## config.mk

```make
export PLATFORM = sky130hd
export DESIGN_NAME = lb_fault_vote_tracker_core_flat
export DESIGN_NICKNAME = d
export VERILOG_FILES = /design/src/sv/lbfvt_pkg.sv /design/src/sv/lbfvt_req_if.sv /design/src/sv/lbfvt_res_if.sv /design/src/sv/lbfvt_mod.sv /design/src/sv/lb_fault_vote_tracker_core.sv /design/src/flat_wrapper.sv
export SDC_FILE = /design/constraint.sdc
export NUM_CORES = 1
export LEC_CHECK = 0
export ABC_AREA = 1
export BUFFER_PORTS_ARGS = -buffer_cell sky130_fd_sc_hd__buf_4
export CAP_MARGIN = 20
export CORE_MARGIN = 2
export CORE_UTILIZATION = 45
export CTS_BUF_LIST = sky130_fd_sc_hd__clkbuf_16
export CTS_CLUSTER_DIAMETER = 120
export CTS_CLUSTER_SIZE = 25
export DETAILED_ROUTE_END_ITERATION = 7
export GPL_ROUTABILITY_DRIVEN = 1
export GPL_TIMING_DRIVEN = 0
export MAX_ROUTING_LAYER = met4
export PLACE_DENSITY = 0.66
export SKIP_LAST_GASP = 1
export SLEW_MARGIN = 5
export SYNTH_ARGS = -nofsm -noshare
export SYNTH_HDL_FRONTEND = slang
export SYNTH_HIERARCHICAL = 1
export SYNTH_SLANG_ARGS = --single-unit
```

## constraint.sdc

```tcl
create_clock -name clk_i -period 13 [get_ports clk_i]
set_input_delay 1.95 -clock clk_i [delete_from_list [all_inputs] [get_ports clk_i]]
set_output_delay 1.95 -clock clk_i [all_outputs]
set_load 0.005 [all_outputs]
```

## src/sv/lbfvt_pkg.sv

```systemverilog
// Shared constants, payload types and helper functions of the fault vote tracker.
package lbfvt_pkg;

  localparam int unsigned MAX_BALANCERS = 16;
  localparam int unsigned MAX_SERVERS   = 16;
  localparam int unsigned LB_W          = $clog2(MAX_BALANCERS);
  localparam int unsigned ROW_W         = MAX_BALANCERS + MAX_SERVERS;
  localparam int unsigned VOTER_W       = 5;
  localparam int unsigned CNT_W         = 5;
  localparam int unsigned HASH_W        = 31;
  localparam int unsigned FB_W          = 3;
  localparam int unsigned CFG_W         = 5;

  // Request codes carried in req_type.
  localparam logic [1:0] REQ_VOTE  = 2'd0;
  localparam logic [1:0] REQ_CLEAR = 2'd1;
  localparam logic [1:0] REQ_STEER = 2'd2;

  // Configuration register indexes.
  localparam logic [1:0] CFG_OWN_ID       = 2'd0;
  localparam logic [1:0] CFG_FAULT_BOUND  = 2'd1;
  localparam logic [1:0] CFG_LB_COUNT     = 2'd2;
  localparam logic [1:0] CFG_SERVER_COUNT = 2'd3;

  typedef struct packed {
    logic [1:0]         req_type;
    logic [LB_W-1:0]    target_lb;
    logic [VOTER_W-1:0] voter;
    logic [HASH_W-1:0]  lb_hash;
  } req_t;

  typedef struct packed {
    logic            send_vote;
    logic            marked_faulty;
    logic [LB_W-1:0] chosen_lb;
    logic            forward_local;
    logic            none_available;
  } res_t;

  // Ring size in use: zero acts as one, anything above the maximum is clipped.
  function automatic logic [CNT_W-1:0] ring_size(logic [CFG_W-1:0] lb_count);
    logic [CNT_W-1:0] n;
    n = lb_count;
    if (lb_count == '0) n = CNT_W'(1);
    if (lb_count > CFG_W'(MAX_BALANCERS)) n = CNT_W'(MAX_BALANCERS);
    return n;
  endfunction

  function automatic logic [CNT_W-1:0] server_size(logic [CFG_W-1:0] server_count);
    logic [CNT_W-1:0] s;
    s = server_count;
    if (server_count > CFG_W'(MAX_SERVERS)) s = CNT_W'(MAX_SERVERS);
    return s;
  endfunction

endpackage

```

## src/sv/lbfvt_req_if.sv

```systemverilog
// Request channel: valid, ready and one request word.
interface lbfvt_req_if;
  logic              valid;
  logic              ready;
  lbfvt_pkg::req_t   payload;

  modport source (output valid, output payload, input ready);
  modport sink   (input valid, input payload, output ready);
endinterface

```

## src/sv/lbfvt_res_if.sv

```systemverilog
// Result channel: valid, ready and one result word.
interface lbfvt_res_if;
  logic              valid;
  logic              ready;
  lbfvt_pkg::res_t   payload;

  modport source (output valid, output payload, input ready);
  modport sink   (input valid, input payload, output ready);
endinterface

```

## src/sv/lbfvt_mod.sv

```systemverilog
// Restoring remainder unit: one dividend bit per cycle against a small divisor.
module lbfvt_mod (
  input  logic                             clk_i,
  input  logic                             rst_ni,
  input  logic                             start_i,
  input  logic [lbfvt_pkg::HASH_W-1:0]     dividend_i,
  input  logic [lbfvt_pkg::CNT_W-1:0]      divisor_i,
  output logic                             done_o,
  output logic [lbfvt_pkg::CNT_W-1:0]      rem_o
);

  localparam int unsigned ITER_W = $clog2(lbfvt_pkg::HASH_W);

  logic                           busy_q, busy_d;
  logic                           done_q, done_d;
  logic [ITER_W-1:0]              iter_q, iter_d;
  logic [lbfvt_pkg::HASH_W-1:0]   dvd_q, dvd_d;
  logic [lbfvt_pkg::CNT_W-1:0]    dvs_q, dvs_d;
  logic [lbfvt_pkg::CNT_W-1:0]    rem_q, rem_d;
  logic [lbfvt_pkg::CNT_W:0]      trial;

  always_comb begin
    busy_d = busy_q;
    done_d = 1'b0;
    iter_d = iter_q;
    dvd_d  = dvd_q;
    dvs_d  = dvs_q;
    rem_d  = rem_q;
    trial  = {rem_q, dvd_q[lbfvt_pkg::HASH_W-1]};
    if (start_i) begin
      busy_d = 1'b1;
      iter_d = '0;
      dvd_d  = dividend_i;
      dvs_d  = divisor_i;
      rem_d  = '0;
    end else if (busy_q) begin
      // The partial remainder stays below the divisor, so it fits after the subtract.
      if (trial >= {1'b0, dvs_q}) begin
        rem_d = lbfvt_pkg::CNT_W'(trial - {1'b0, dvs_q});
      end else begin
        rem_d = trial[lbfvt_pkg::CNT_W-1:0];
      end
      dvd_d  = {dvd_q[lbfvt_pkg::HASH_W-2:0], 1'b0};
      iter_d = iter_q + ITER_W'(1);
      if (iter_q == ITER_W'(lbfvt_pkg::HASH_W - 1)) begin
        busy_d = 1'b0;
        done_d = 1'b1;
      end
    end
  end

  always_ff @(posedge clk_i or negedge rst_ni) begin
    if (!rst_ni) begin
      busy_q <= 1'b0;
      done_q <= 1'b0;
      iter_q <= '0;
    end else begin
      busy_q <= busy_d;
      done_q <= done_d;
      iter_q <= iter_d;
    end
  end

  always_ff @(posedge clk_i) begin
    dvd_q <= dvd_d;
    dvs_q <= dvs_d;
    rem_q <= rem_d;
  end

  assign done_o = done_q;
  assign rem_o  = rem_q;

endmodule

```

## src/sv/lb_fault_vote_tracker_core.sv

```systemverilog
// Fault vote tracker for a ring of load balancers, with hash steering of requests.
//
// One request word is taken at a time. A clear, an unused code or a vote that is ignored
// goes straight to the output step. A counted vote or a steer first runs the remainder
// unit and then walks the ring at one balancer per cycle: a vote over the whole active ring,
// a steer until the first balancer that is not faulty. A new request is taken while the
// previous result still waits in the output register. Votes and faulty marks live in
// flip-flops that reset clears at once.
module lb_fault_vote_tracker_core (
  input  logic                           clk_i,
  input  logic                           rst_ni,
  input  logic                           cfg_we_i,
  input  logic [1:0]                     cfg_idx_i,
  input  logic [lbfvt_pkg::CFG_W-1:0]    cfg_data_i,
  lbfvt_req_if.sink                      req_i,
  lbfvt_res_if.source                    res_o
);

  typedef enum logic [2:0] {
    S_IDLE,
    S_DIV,
    S_COUNT,
    S_WALK,
    S_DECIDE,
    S_OUT
  } state_e;

  localparam int unsigned LB_W  = lbfvt_pkg::LB_W;
  localparam int unsigned CNT_W = lbfvt_pkg::CNT_W;
  localparam int unsigned ROW_W = lbfvt_pkg::ROW_W;
  localparam int unsigned NB    = lbfvt_pkg::MAX_BALANCERS;

  state_e                          state_q, state_d;
  logic [LB_W-1:0]                 own_id_q, own_id_d;
  logic [lbfvt_pkg::FB_W-1:0]      fault_bound_q, fault_bound_d;
  logic [lbfvt_pkg::CFG_W-1:0]     lb_count_q, lb_count_d;
  logic [lbfvt_pkg::CFG_W-1:0]     server_count_q, server_count_d;
  logic [ROW_W-1:0]                vote_q [NB];
  logic [ROW_W-1:0]                vote_d [NB];
  logic [NB-1:0]                   faulty_q, faulty_d;
  logic [1:0]                      kind_q, kind_d;
  logic [LB_W-1:0]                 tgt_q, tgt_d;
  logic [CNT_W-1:0]                idx_q, idx_d;
  logic [CNT_W-1:0]                cnt_q, cnt_d;
  logic [CNT_W-1:0]                span_q, span_d;
  logic                            own_w_q, own_w_d;
  logic [LB_W-1:0]                 lb_q, lb_d;
  lbfvt_pkg::res_t                 res_q, res_d;
  lbfvt_pkg::res_t                 out_q, out_d;
  logic                            out_valid_q, out_valid_d;

  logic [CNT_W-1:0]                n_eff;
  logic [CNT_W:0]                  voters;
  logic [ROW_W-1:0]                need_mask;
  logic [ROW_W-1:0]                row;
  logic                            watched;
  logic                            accept;
  logic                            div_start;
  logic [lbfvt_pkg::HASH_W-1:0]    div_dividend;
  logic                            div_done;
  logic [CNT_W-1:0]                div_rem;

  // Ring distance from target t forward to balancer w, with zero taken as n.
  function automatic logic [CNT_W-1:0] ring_dist(logic [LB_W-1:0] w, logic [LB_W-1:0] t,
                                                 logic [CNT_W-1:0] n);
    logic [CNT_W-1:0] d;
    if (w >= t) begin
      d = {1'b0, w} - {1'b0, t};
    end else begin
      d = {1'b0, w} + n - {1'b0, t};
    end
    if (d == '0) d = n;
    return d;
  endfunction

  lbfvt_mod u_mod (
    .clk_i      (clk_i),
    .rst_ni     (rst_ni),
    .start_i    (div_start),
    .dividend_i (div_dividend),
    .divisor_i  (n_eff),
    .done_o     (div_done),
    .rem_o      (div_rem)
  );

  assign n_eff  = lbfvt_pkg::ring_size(lb_count_q);
  assign voters = {1'b0, n_eff} + {1'b0, lbfvt_pkg::server_size(server_count_q)};
  assign accept = req_i.valid && req_i.ready;
  assign row    = vote_q[tgt_q];

  assign req_i.ready   = (state_q == S_IDLE);
  assign res_o.valid   = out_valid_q;
  assign res_o.payload = out_q;

  assign watched = ring_dist(idx_q[LB_W-1:0], tgt_q, n_eff) <= span_q;

  // Every voter but the target itself has to be present before a mark.
  always_comb begin
    for (int i = 0; i < ROW_W; i++) begin
      need_mask[i] = ((CNT_W + 1)'(i) < voters) && (CNT_W'(i) != {1'b0, tgt_q});
    end
  end

  always_comb begin
    state_d        = state_q;
    own_id_d       = own_id_q;
    fault_bound_d  = fault_bound_q;
    lb_count_d     = lb_count_q;
    server_count_d = server_count_q;
    vote_d         = vote_q;
    faulty_d       = faulty_q;
    kind_d         = kind_q;
    tgt_d          = tgt_q;
    idx_d          = idx_q;
    cnt_d          = cnt_q;
    span_d         = span_q;
    own_w_d        = own_w_q;
    lb_d           = lb_q;
    res_d          = res_q;
    out_d          = out_q;
    out_valid_d    = out_valid_q && !res_o.ready;
    div_start      = 1'b0;
    div_dividend   = {{(lbfvt_pkg::HASH_W - lbfvt_pkg::FB_W - 1){1'b0}}, fault_bound_q, 1'b0};

    if (cfg_we_i) begin
      unique case (cfg_idx_i)
        lbfvt_pkg::CFG_OWN_ID:       own_id_d       = cfg_data_i[LB_W-1:0];
        lbfvt_pkg::CFG_FAULT_BOUND:  fault_bound_d  = cfg_data_i[lbfvt_pkg::FB_W-1:0];
        lbfvt_pkg::CFG_LB_COUNT:     lb_count_d     = cfg_data_i;
        lbfvt_pkg::CFG_SERVER_COUNT: server_count_d = cfg_data_i;
        default: ;
      endcase
    end

    unique case (state_q)
      S_IDLE: begin
        if (accept) begin
          kind_d  = req_i.payload.req_type;
          tgt_d   = req_i.payload.target_lb;
          res_d   = '0;
          state_d = S_OUT;
          case (req_i.payload.req_type)
            lbfvt_pkg::REQ_VOTE: begin
              if (({1'b0, req_i.payload.target_lb} < n_eff) &&
                  !faulty_q[req_i.payload.target_lb]) begin
                if ({1'b0, req_i.payload.voter} < voters) begin
                  vote_d[req_i.payload.target_lb][req_i.payload.voter] = 1'b1;
                end
                // The remainder unit reduces 2f modulo the ring size for the watcher span.
                div_start = 1'b1;
                state_d   = S_DIV;
              end
            end
            lbfvt_pkg::REQ_CLEAR: begin
              vote_d[req_i.payload.target_lb]   = '0;
              faulty_d[req_i.payload.target_lb] = 1'b0;
            end
            lbfvt_pkg::REQ_STEER: begin
              div_dividend = req_i.payload.lb_hash;
              div_start    = 1'b1;
              state_d      = S_DIV;
            end
            default: ;
          endcase
        end
      end
      S_DIV: begin
        if (div_done) begin
          idx_d   = '0;
          cnt_d   = '0;
          own_w_d = 1'b0;
          span_d  = (div_rem == '0) ? n_eff : div_rem;
          lb_d    = div_rem[LB_W-1:0];
          state_d = (kind_q == lbfvt_pkg::REQ_STEER) ? S_WALK : S_COUNT;
        end
      end
      S_COUNT: begin
        if (watched && row[idx_q]) cnt_d = cnt_q + CNT_W'(1);
        if (idx_q == {1'b0, own_id_q}) own_w_d = watched;
        if (idx_q == n_eff - CNT_W'(1)) begin
          state_d = S_DECIDE;
        end else begin
          idx_d = idx_q + CNT_W'(1);
        end
      end
      S_DECIDE: begin
        if (own_w_q || (cnt_q >= ({2'b00, fault_bound_q} + CNT_W'(1)))) begin
          res_d.send_vote = 1'b1;
        end else if ((row & need_mask) == need_mask) begin
          faulty_d[tgt_q]     = 1'b1;
          res_d.marked_faulty = 1'b1;
        end
        state_d = S_OUT;
      end
      S_WALK: begin
        if (!faulty_q[lb_q]) begin
          res_d.chosen_lb     = lb_q;
          res_d.forward_local = (lb_q == own_id_q);
          state_d             = S_OUT;
        end else if (idx_q == n_eff - CNT_W'(1)) begin
          res_d.none_available = 1'b1;
          state_d              = S_OUT;
        end else begin
          lb_d  = ({1'b0, lb_q} == n_eff - CNT_W'(1)) ? '0 : lb_q + LB_W'(1);
          idx_d = idx_q + CNT_W'(1);
        end
      end
      S_OUT: begin
        // The word moves out once the output register is free or being emptied.
        if (!out_valid_q || res_o.ready) begin
          out_d       = res_q;
          out_valid_d = 1'b1;
          state_d     = S_IDLE;
        end
      end
      default: state_d = S_IDLE;
    endcase
  end

  always_ff @(posedge clk_i or negedge rst_ni) begin
    if (!rst_ni) begin
      state_q        <= S_IDLE;
      own_id_q       <= '0;
      fault_bound_q  <= lbfvt_pkg::FB_W'(1);
      lb_count_q     <= lbfvt_pkg::CFG_W'(4);
      server_count_q <= lbfvt_pkg::CFG_W'(4);
      faulty_q       <= '0;
      out_valid_q    <= 1'b0;
      for (int i = 0; i < NB; i++) begin
        vote_q[i] <= '0;
      end
    end else begin
      state_q        <= state_d;
      own_id_q       <= own_id_d;
      fault_bound_q  <= fault_bound_d;
      lb_count_q     <= lb_count_d;
      server_count_q <= server_count_d;
      faulty_q       <= faulty_d;
      out_valid_q    <= out_valid_d;
      vote_q         <= vote_d;
    end
  end

  always_ff @(posedge clk_i) begin
    kind_q  <= kind_d;
    tgt_q   <= tgt_d;
    idx_q   <= idx_d;
    cnt_q   <= cnt_d;
    span_q  <= span_d;
    own_w_q <= own_w_d;
    lb_q    <= lb_d;
    res_q   <= res_d;
    out_q   <= out_d;
  end

endmodule
```

## src/flat_wrapper.sv

```systemverilog
// flat-port wrapper written by rule: the top's interface ports become plain ports
module lb_fault_vote_tracker_core_flat 
  (clk_i, rst_ni, cfg_we_i, cfg_idx_i, cfg_data_i, req_i_valid, req_i_payload, req_i_ready, res_o_valid, res_o_payload, res_o_ready);
  lbfvt_req_if req_i_i ();
  lbfvt_res_if res_o_i ();
  input  logic clk_i;
  input  logic rst_ni;
  input  logic cfg_we_i;
  input  logic [1:0] cfg_idx_i;
  input  logic [lbfvt_pkg::CFG_W-1:0] cfg_data_i;
  input wire logic [$bits(req_i_i.valid)-1:0] req_i_valid;
  input wire logic [$bits(req_i_i.payload)-1:0] req_i_payload;
  output wire logic [$bits(req_i_i.ready)-1:0] req_i_ready;
  output wire logic [$bits(res_o_i.valid)-1:0] res_o_valid;
  output wire logic [$bits(res_o_i.payload)-1:0] res_o_payload;
  input wire logic [$bits(res_o_i.ready)-1:0] res_o_ready;
  assign req_i_i.valid = req_i_valid;
  assign req_i_i.payload = req_i_payload;
  assign req_i_ready = req_i_i.ready;
  assign res_o_valid = res_o_i.valid;
  assign res_o_payload = res_o_i.payload;
  assign res_o_i.ready = res_o_ready;
  lb_fault_vote_tracker_core u_core (.clk_i(clk_i), .rst_ni(rst_ni), .cfg_we_i(cfg_we_i), .cfg_idx_i(cfg_idx_i), .cfg_data_i(cfg_data_i), .req_i(req_i_i), .res_o(res_o_i));
endmodule
```

==> After elaboration in Yosys (flattened, before gate mapping) <==
Cells that the tools add are included.
W data, S select, Z words.
{ "totals": {"register_bits": 639, "output_inout_bits": 10, "word_cells": 313} }
{ "op_classes": {"reduce_logical": 61, "n_mux": 86, "n_eq_ne": 49, "add_sub_neg": 11, "n_lt_le_gt_ge": 51, "bitwise": 9} }
{ "ops": {"columns": ["operator", "count"], "rows": [
  ["$mux W512", 2],
  ["$pmux W512 S2", 1],
  ["$and A512 B512 Y512", 1],
  ["$not A512 Y512", 1],
  ["$or A512 B512 Y512", 1],
  ["$demux W32 S4", 2],
  ["$mux W31", 5],
  ["$bmux W32 S4", 1],
  ["$mux W32", 4],
  ["$lt A5 B6 Y1 const A", 16],
  ["$mux W5", 14],
  ["$mux W16", 4],
  ["$lt A4 B6 Y1 const A", 8],
  ["$and A32 B32 Y32", 1],
  ["$eq A32 B32 Y1", 1],
  ["$ne A4 B4 Y1 const A", 8],
  ["$pmux W16 S2", 1],
  ["$mux W1", 25],
  ["$logic_and A1 B1 Y1", 24],
  ["$lt A3 B6 Y1 const A", 4],
  ["$mux W3", 7],
  ["$ne A2 B1 Y1 const B", 10],
  ["$pmux W3 S6", 1],
  ["$and A16 B16 Y16", 1],
  ["other kinds (67)", 124]
]} }

==> Logic depth before layout (Yosys ltp) <==
{ "depth": {"ltp_word": 12, "mapped_depth": 27, "depth_no_buf": 27} }

==> Hierarchy <==
Netlist, hierarchy kept.
{ "modules_own_cells": {"columns": ["mod", "cells_per_inst", "instances", "area_each_um2", "seq_area_each_um2"], "rows": [
  ["lb_fault_vote_tracker_core", 4032, 1, 30855.8, 15003.1],
  ["lbfvt_mod", 242, 1, 2267.2, 1356.3]
]} }

==> Worst setup path after synthesis <==
No wires, ideal clock.
{ "synth_timing": {"kind": "in2reg", "start": "input req_i_payload[38]", "end": "register u_core/u_mod/dvd_q[0] in the netlist's numbering (enable)", "path_buffers": 1, "arrival_time_ns": 4.154, "setup_time_ns": 0.387, "path_stages": 11, "required_ns": 12.613, "setup_slack_ns": 8.459, "cell_sequence": "ha_1 a21oi_1 o31ai_1 a41oi_1 nand2_1 nor2_1 a21oi_1 nor2_1 buf_2 nor2_2 inv_1"} }
{ "synth_between": {"elab_chain_len": 9, "elab_cells_between_ends": 10, "cone_classes": "order compare (1); mux (6); reduce/logical (3)"} }
{ "synth_rtl": {"columns": ["item", "line", "source"], "rows": [
  ["start: declaration", "flat_wrapper.sv:12", "input wire logic [$bits(req_i_i.payload)-1:0] req_i_payload;"],
  ["$bmux W1 S4", "lb_fault_vote_tracker_core.sv:145", "!faulty_q[req_i.payload.target_lb]) begin"],
  ["$mux W1 (implied by the code)", "lb_fault_vote_tracker_core.sv:145", null],
  ["$logic_not A1 Y1", "lb_fault_vote_tracker_core.sv:145", null],
  ["$logic_and A1 B1 Y1 (*)", "lb_fault_vote_tracker_core.sv:144", "if (({1'b0, req_i.payload.target_lb} < n_eff) &&"],
  ["$mux W1 (*)", "lb_fault_vote_tracker_core.sv:144", null],
  ["$pmux W1 S2 (*)", "lb_fault_vote_tracker_core.sv:142", "case (req_i.payload.req_type)"],
  ["$mux W1 (*)", "lb_fault_vote_tracker_core.sv:137", "if (accept) begin"],
  ["$mux W1 (*)", "lb_fault_vote_tracker_core.sv:135", "unique case (state_q)"],
  ["via u_core.div_start", "lb_fault_vote_tracker_core.sv:58", "logic div_start;"],
  ["$reduce_bool A2 Y1 (no line) (*)", null, null],
  ["end signal: assignment", "lbfvt_mod.sv:65", "dvd_q <= dvd_d;"],
  ["end: declaration", "lbfvt_mod.sv:17", "logic [lbfvt_pkg::HASH_W-1:0] dvd_q, dvd_d;"]
]} }
Mark *: on every way through the listed nets, which the timed path passes. The rest lies on a longest branch. The select of a mux whose other input is x is not followed.
A chain may end at the register's enable or synchronous reset.

==> Worst setup path in the final report <==
{ "layout_timing": {"start": "register u_core/lb_count_q[4] in the netlist's numbering", "end": "register u_core/vote_q[480] in the netlist's numbering"} }
{ "layout_between": {"elab_chain_len": 7, "elab_cells_between_ends": 11, "cone_classes": "add/sub (1); order compare (3); eq/ne (2); mux (2); reduce/logical (3)"} }
{ "layout_rtl": {"columns": ["item", "line", "source"], "rows": [
  ["start: declaration", "lb_fault_vote_tracker_core.sv:36", "logic [lbfvt_pkg::CFG_W-1:0] lb_count_q, lb_count_d;"],
  ["start signal: assignment", "lb_fault_vote_tracker_core.sv:225", "lb_count_q <= lbfvt_pkg::CFG_W'(4);"],
  ["start signal: assignment", "lb_fault_vote_tracker_core.sv:236", "lb_count_q <= lb_count_d;"],
  ["branches (longest 2 deep; another with $gt A5 B5 Y1)", null, null],
  ["$mux W5 (*)", "lbfvt_pkg.sv:45", "if (lb_count > CFG_W'(MAX_BALANCERS)) n = CNT_W'(MAX_BALANCERS);"],
  ["via u_core.n_eff[0]", "lb_fault_vote_tracker_core.sv:52", "logic [CNT_W-1:0] n_eff;"],
  ["$add A5 B5 Y6 / $lt A4 B5 Y1 (equally long branches)", "lb_fault_vote_tracker_core.sv:87, lb_fault_vote_tracker_core.sv:144", null],
  ["$lt A5 B6 Y1 / $logic_and A1 B1 Y1 (equally long branches)", "lb_fault_vote_tracker_core.sv:146, lb_fault_vote_tracker_core.sv:144", null],
  ["$ne A2 B1 Y1 (no line)", null, null],
  ["$reduce_and A5 Y1 (no line) (*)", null, null],
  ["end signal: assignment", "lb_fault_vote_tracker_core.sv:240", "vote_q <= vote_d;"],
  ["end: declaration", "lb_fault_vote_tracker_core.sv:38", "logic [ROW_W-1:0] vote_q [NB];"]
]} }
Mark *: on every way through the listed nets, which the timed path passes.

==> impl_metrics.py <==
metrics = {
    "run_status": {
        "status": "finished, violations left",
        "failed_checks": "design-rule violations",
    },
    "clock_network": {
        "cts-root-buf": "clkbuf_16",
        "clkSinkCount": 639,
        "postCtsSetupBuffers": 0,
        "cts_max_level": 1,
        "ctsHoldBuffers": 0,
        "clk_pin_slew_ps": 110,
        "cts_inserted_buffers": 29,
        "cts_tree": "built",
        "clock_latency_ps": 660,
        "cts_resized": 0,
        "cts.path.max_buffers": 3,
    },
    "logic_synthesis": {
        "netlist_area_um2": 33100,
        "synth.distinct_cells": 53,
        "synth_seq_cells": 639,
        "netlist_instances": 4274,
        "synthSimpleGateAreaFrac_pct": 23.0,
        "synth_edf_count": 78,
        "yosysWarnings": 6,
        "synth_top_family_by_area": "simple AND/OR/NAND/NOR gates",
        "synthXorXnorAreaFrac_pct": 0.476,
        "yosys.area.top_type_share_pct": 41.8,
        "yosysMostFrequentCell": "nand2_1",
        "ys_seq_area_share_pct": 49.4,
        "ys.flop_type": "dfrtp_1",
        "synth.avg_cell_area_um2": 7.75,
        "ys_top_cells_by_area": "dfrtp_1, nand2_1, edfxtp_1",
        "synth-adder-area-share_pct": 2.01,
        "async_flop_share_pct": 87.0,
        "synth.largest_area_cell": "dfrtp_1",
        "synth_fp_nets": 4377,
        "synthMuxAreaShare_pct": 0.0680,
        "ys_top_cells_by_count": "nand2_1, dfrtp_1, nor2_1",
        "synth_compound_area_share_pct": 15.6,
    },
    "worst_setup_path": {
        "path_max_fanout": 10,
        "cpPeakStageDelay_ps": 890,
        "crit_type": "register to register",
        "end_kind": "register",
        "reg2reg_from": "u_core/lb_count_q[4]",
        "worstSetupStartpointType": "register",
        "crit_path_cell_trace": "clkbuf_1 > inv_1 > nand2_1 > inv_1 > ha_1 > inv_1 > fa_1 > inv_1 > nand2_1 > nand2_1 > ha_1 > inv_1 > o21bai_1 > a21oi_1 > nor2_1 > o21ai_0 > nand2_1 > a21oi_2 > clkbuf_1 > a31oi_1 > nor2_1",
        "cp.arrival_ps": 6410,
        "crit_start": "u_core/lb_count_q[4]",
        "crit_top_cell": "inv_1",
        "cp_top_family": "buffers and inverters",
        "path_buf_inv": 7,
        "cp.required_ps": 13580,
        "crit_path_top_delay_cell": "clkbuf_1",
    },
    "placement": {
        "port-buffer-count": 63,
        "dpl_worst_slack_ps": 7490,
        "place_inst": 5305,
        "dp_hpwl_mm": 106,
        "dpl-instance-area_um2": 35000,
        "place_congestion": 1.07,
    },
    "layout": {
        "area_growth_pct": 8.18,
        "final_cell_area_um2": 35800,
        "stdcell_count": 5350,
        "fillers": 7284,
        "layout-drive-gt1-share_pct": 6.06,
        "final_nets": 4485,
        "fin_util_pct": 49.1,
    },
    "sta": {
        "rsz0062_at_grt": "false",
        "setup_slack_ps": 7170,
        "final-setup-viol-count": 0,
        "final.setup.tns_ps": 0,
        "slew_violations": 0,
        "hold_viol": 0,
        "hold_ws_ps": 428,
        "min_period_ps": 5830,
        "finalCritPeriodShare_pct": 44.9,
        "fin_skew_ps": 25.0,
        "tightest_slew_ps": 1310,
        "fmax_ghz": 0.172,
        "max_slew_margin_pct": 12.4,
    },
    "routing": {
        "routed_wl_mm": 145,
        "ant_nets": 0,
        "drc": 7,
        "vias_per_cell": 6.16,
        "wl_met2_mm": 58.2,
        "first_pass_iters": 8,
        "wl_met3_mm": 20.7,
        "vias": 33000,
        "wl_met1_mm": 56.0,
        "drtIter0Drc": 5842,
        "top_layer": "met4",
        "wl_per_cell_um": 27.0,
    },
    "floorplan": {
        "fp-row-count": 99,
        "die_area_um2": 75800,
        "start_util_pct": 45.4,
        "fp.coreArea_um2": 73000,
        "top_level_ports": 64,
        "die_height_um": 275,
        "die_width_um": 275,
    },
    "hold_path": {
        "hold_class": "register to register",
        "min-delay-start": "u_core/res_q[3]",
    },
    "power_and_ir_drop": {
        "ir_drop_mv": 0.0914,
        "power_frac_seq_pct": 43.0,
        "p_leak_nw": 17.9,
        "clkPwrFrac_pct": 18.1,
        "power_mw": 5.94,
        "cellPowerDensity_nw_per_um2": 166,
        "internal_power_mw": 3.47,
        "p_comb_share_pct": 38.9,
        "p_switching_mw": 2.47,
        "p_sw_share_pct": 41.6,
    },
    "global_routing": {
        "grtUsageTotal_pct": 38.8,
        "grt.overflow.total": 0,
        "first_global_vias": 30100,
        "grt_max_degree": 101,
        "grt_pass1_wl_mm": 207,
        "antenna_found_initial": 4,
    },
    "run": {
        "max_cap_viol_count": 0,
    },
}
-- cell families after synthesis --
kind of cell | Yosys count
AO/OA/AOI/OAI | 935
XOR/XNOR | 18
adder cells (fa/ha/maj) | 49
buffers and inverters | 779
flip-flops | 639
multiplexers | 2
AND/OR/NAND/NOR | 1852
-- path summary, 6_finish.rpt --
check	to	slack, ps	cells past startpoint
setup / recovery	u_core/vote_q[480]	7170	21
hold / removal	u_core/res_o.payload[3]	430	0
setup reg to reg	u_core/vote_q[480]	7170	21
hold reg to reg	u_core/res_o.payload[3]	430	0
max in group asynchronous	u_core/vote_q[16]	10160	4
min in group asynchronous	u_core/state_q[0]	1160	1
-- layout make-up --
class                           instances  area (um2)  share of cell area (%)
Tap cell                              959        1200                    3.35
Antenna cell                            4        10.0                  0.0279
Timing Repair Buffer                   77         741                    2.07
Clock buffer                           29         726                    2.03
Sequential cell                       639       16400                    45.7
Buffer                                289        1300                    3.62
Multi-Input combinational cell       2856       13600                    38.0
Clock inverter                          7        32.5                  0.0908
Inverter                              490        1840                    5.13
-- registers in the layout, summed over array words and instances, names as in the netlist, 8 cells and up --
name                  flops
u_core/res_q              8
u_core/res_o.payload      8
u_core/faulty_q          16
u_core/u_mod/dvd_q       31
u_core/vote_q           512
-- worst reg2reg max path: cells and delay by family (launching register included) --
kind	cells	cell delay [ps]
and+or+nand+nor	6	970
AOI/OAI and AO/OA	5	1470
adders and majority gates	3	930
buffers and inverters	7	2000
DFF	1	400
-- layer usage --
metal,GRT usage (%),vias to the layer above
li1,-,14200
met1,52.3,15800
met2,51.9,2435
met3,11.7,454
met4,21.5,0
met5,-,-
-- power groups by stage --
stage	logic (mW)	clock network, mW	registers [mW]
6_report	2.31	1.08	2.55
4_1_cts	2.22	1.08	2.55
3_3_place_gp	2.17	0	2.58
2_1_floorplan	1.42	0	2.54
3_5_place_dp	2.21	0	2.59
5_1_grt	2.50	1.15	2.58
-- cell usage in the layout, fill, tap and decap left out, types with 35 or more instances in the layout --
cell      instances
o21ai_1          35
nor2_1          531
nand3_1         375
a31oi_1         262
o22ai_1          54
buf_4            79
o21ai_0         188
edfxtp_1         78
nand2_1         885
inv_1           476
clkbuf_1        172
ha_1             42
dfrtp_1         553
a21oi_1         364
buf_2            94
Note: power is estimated with default switching activity, not from simulation.
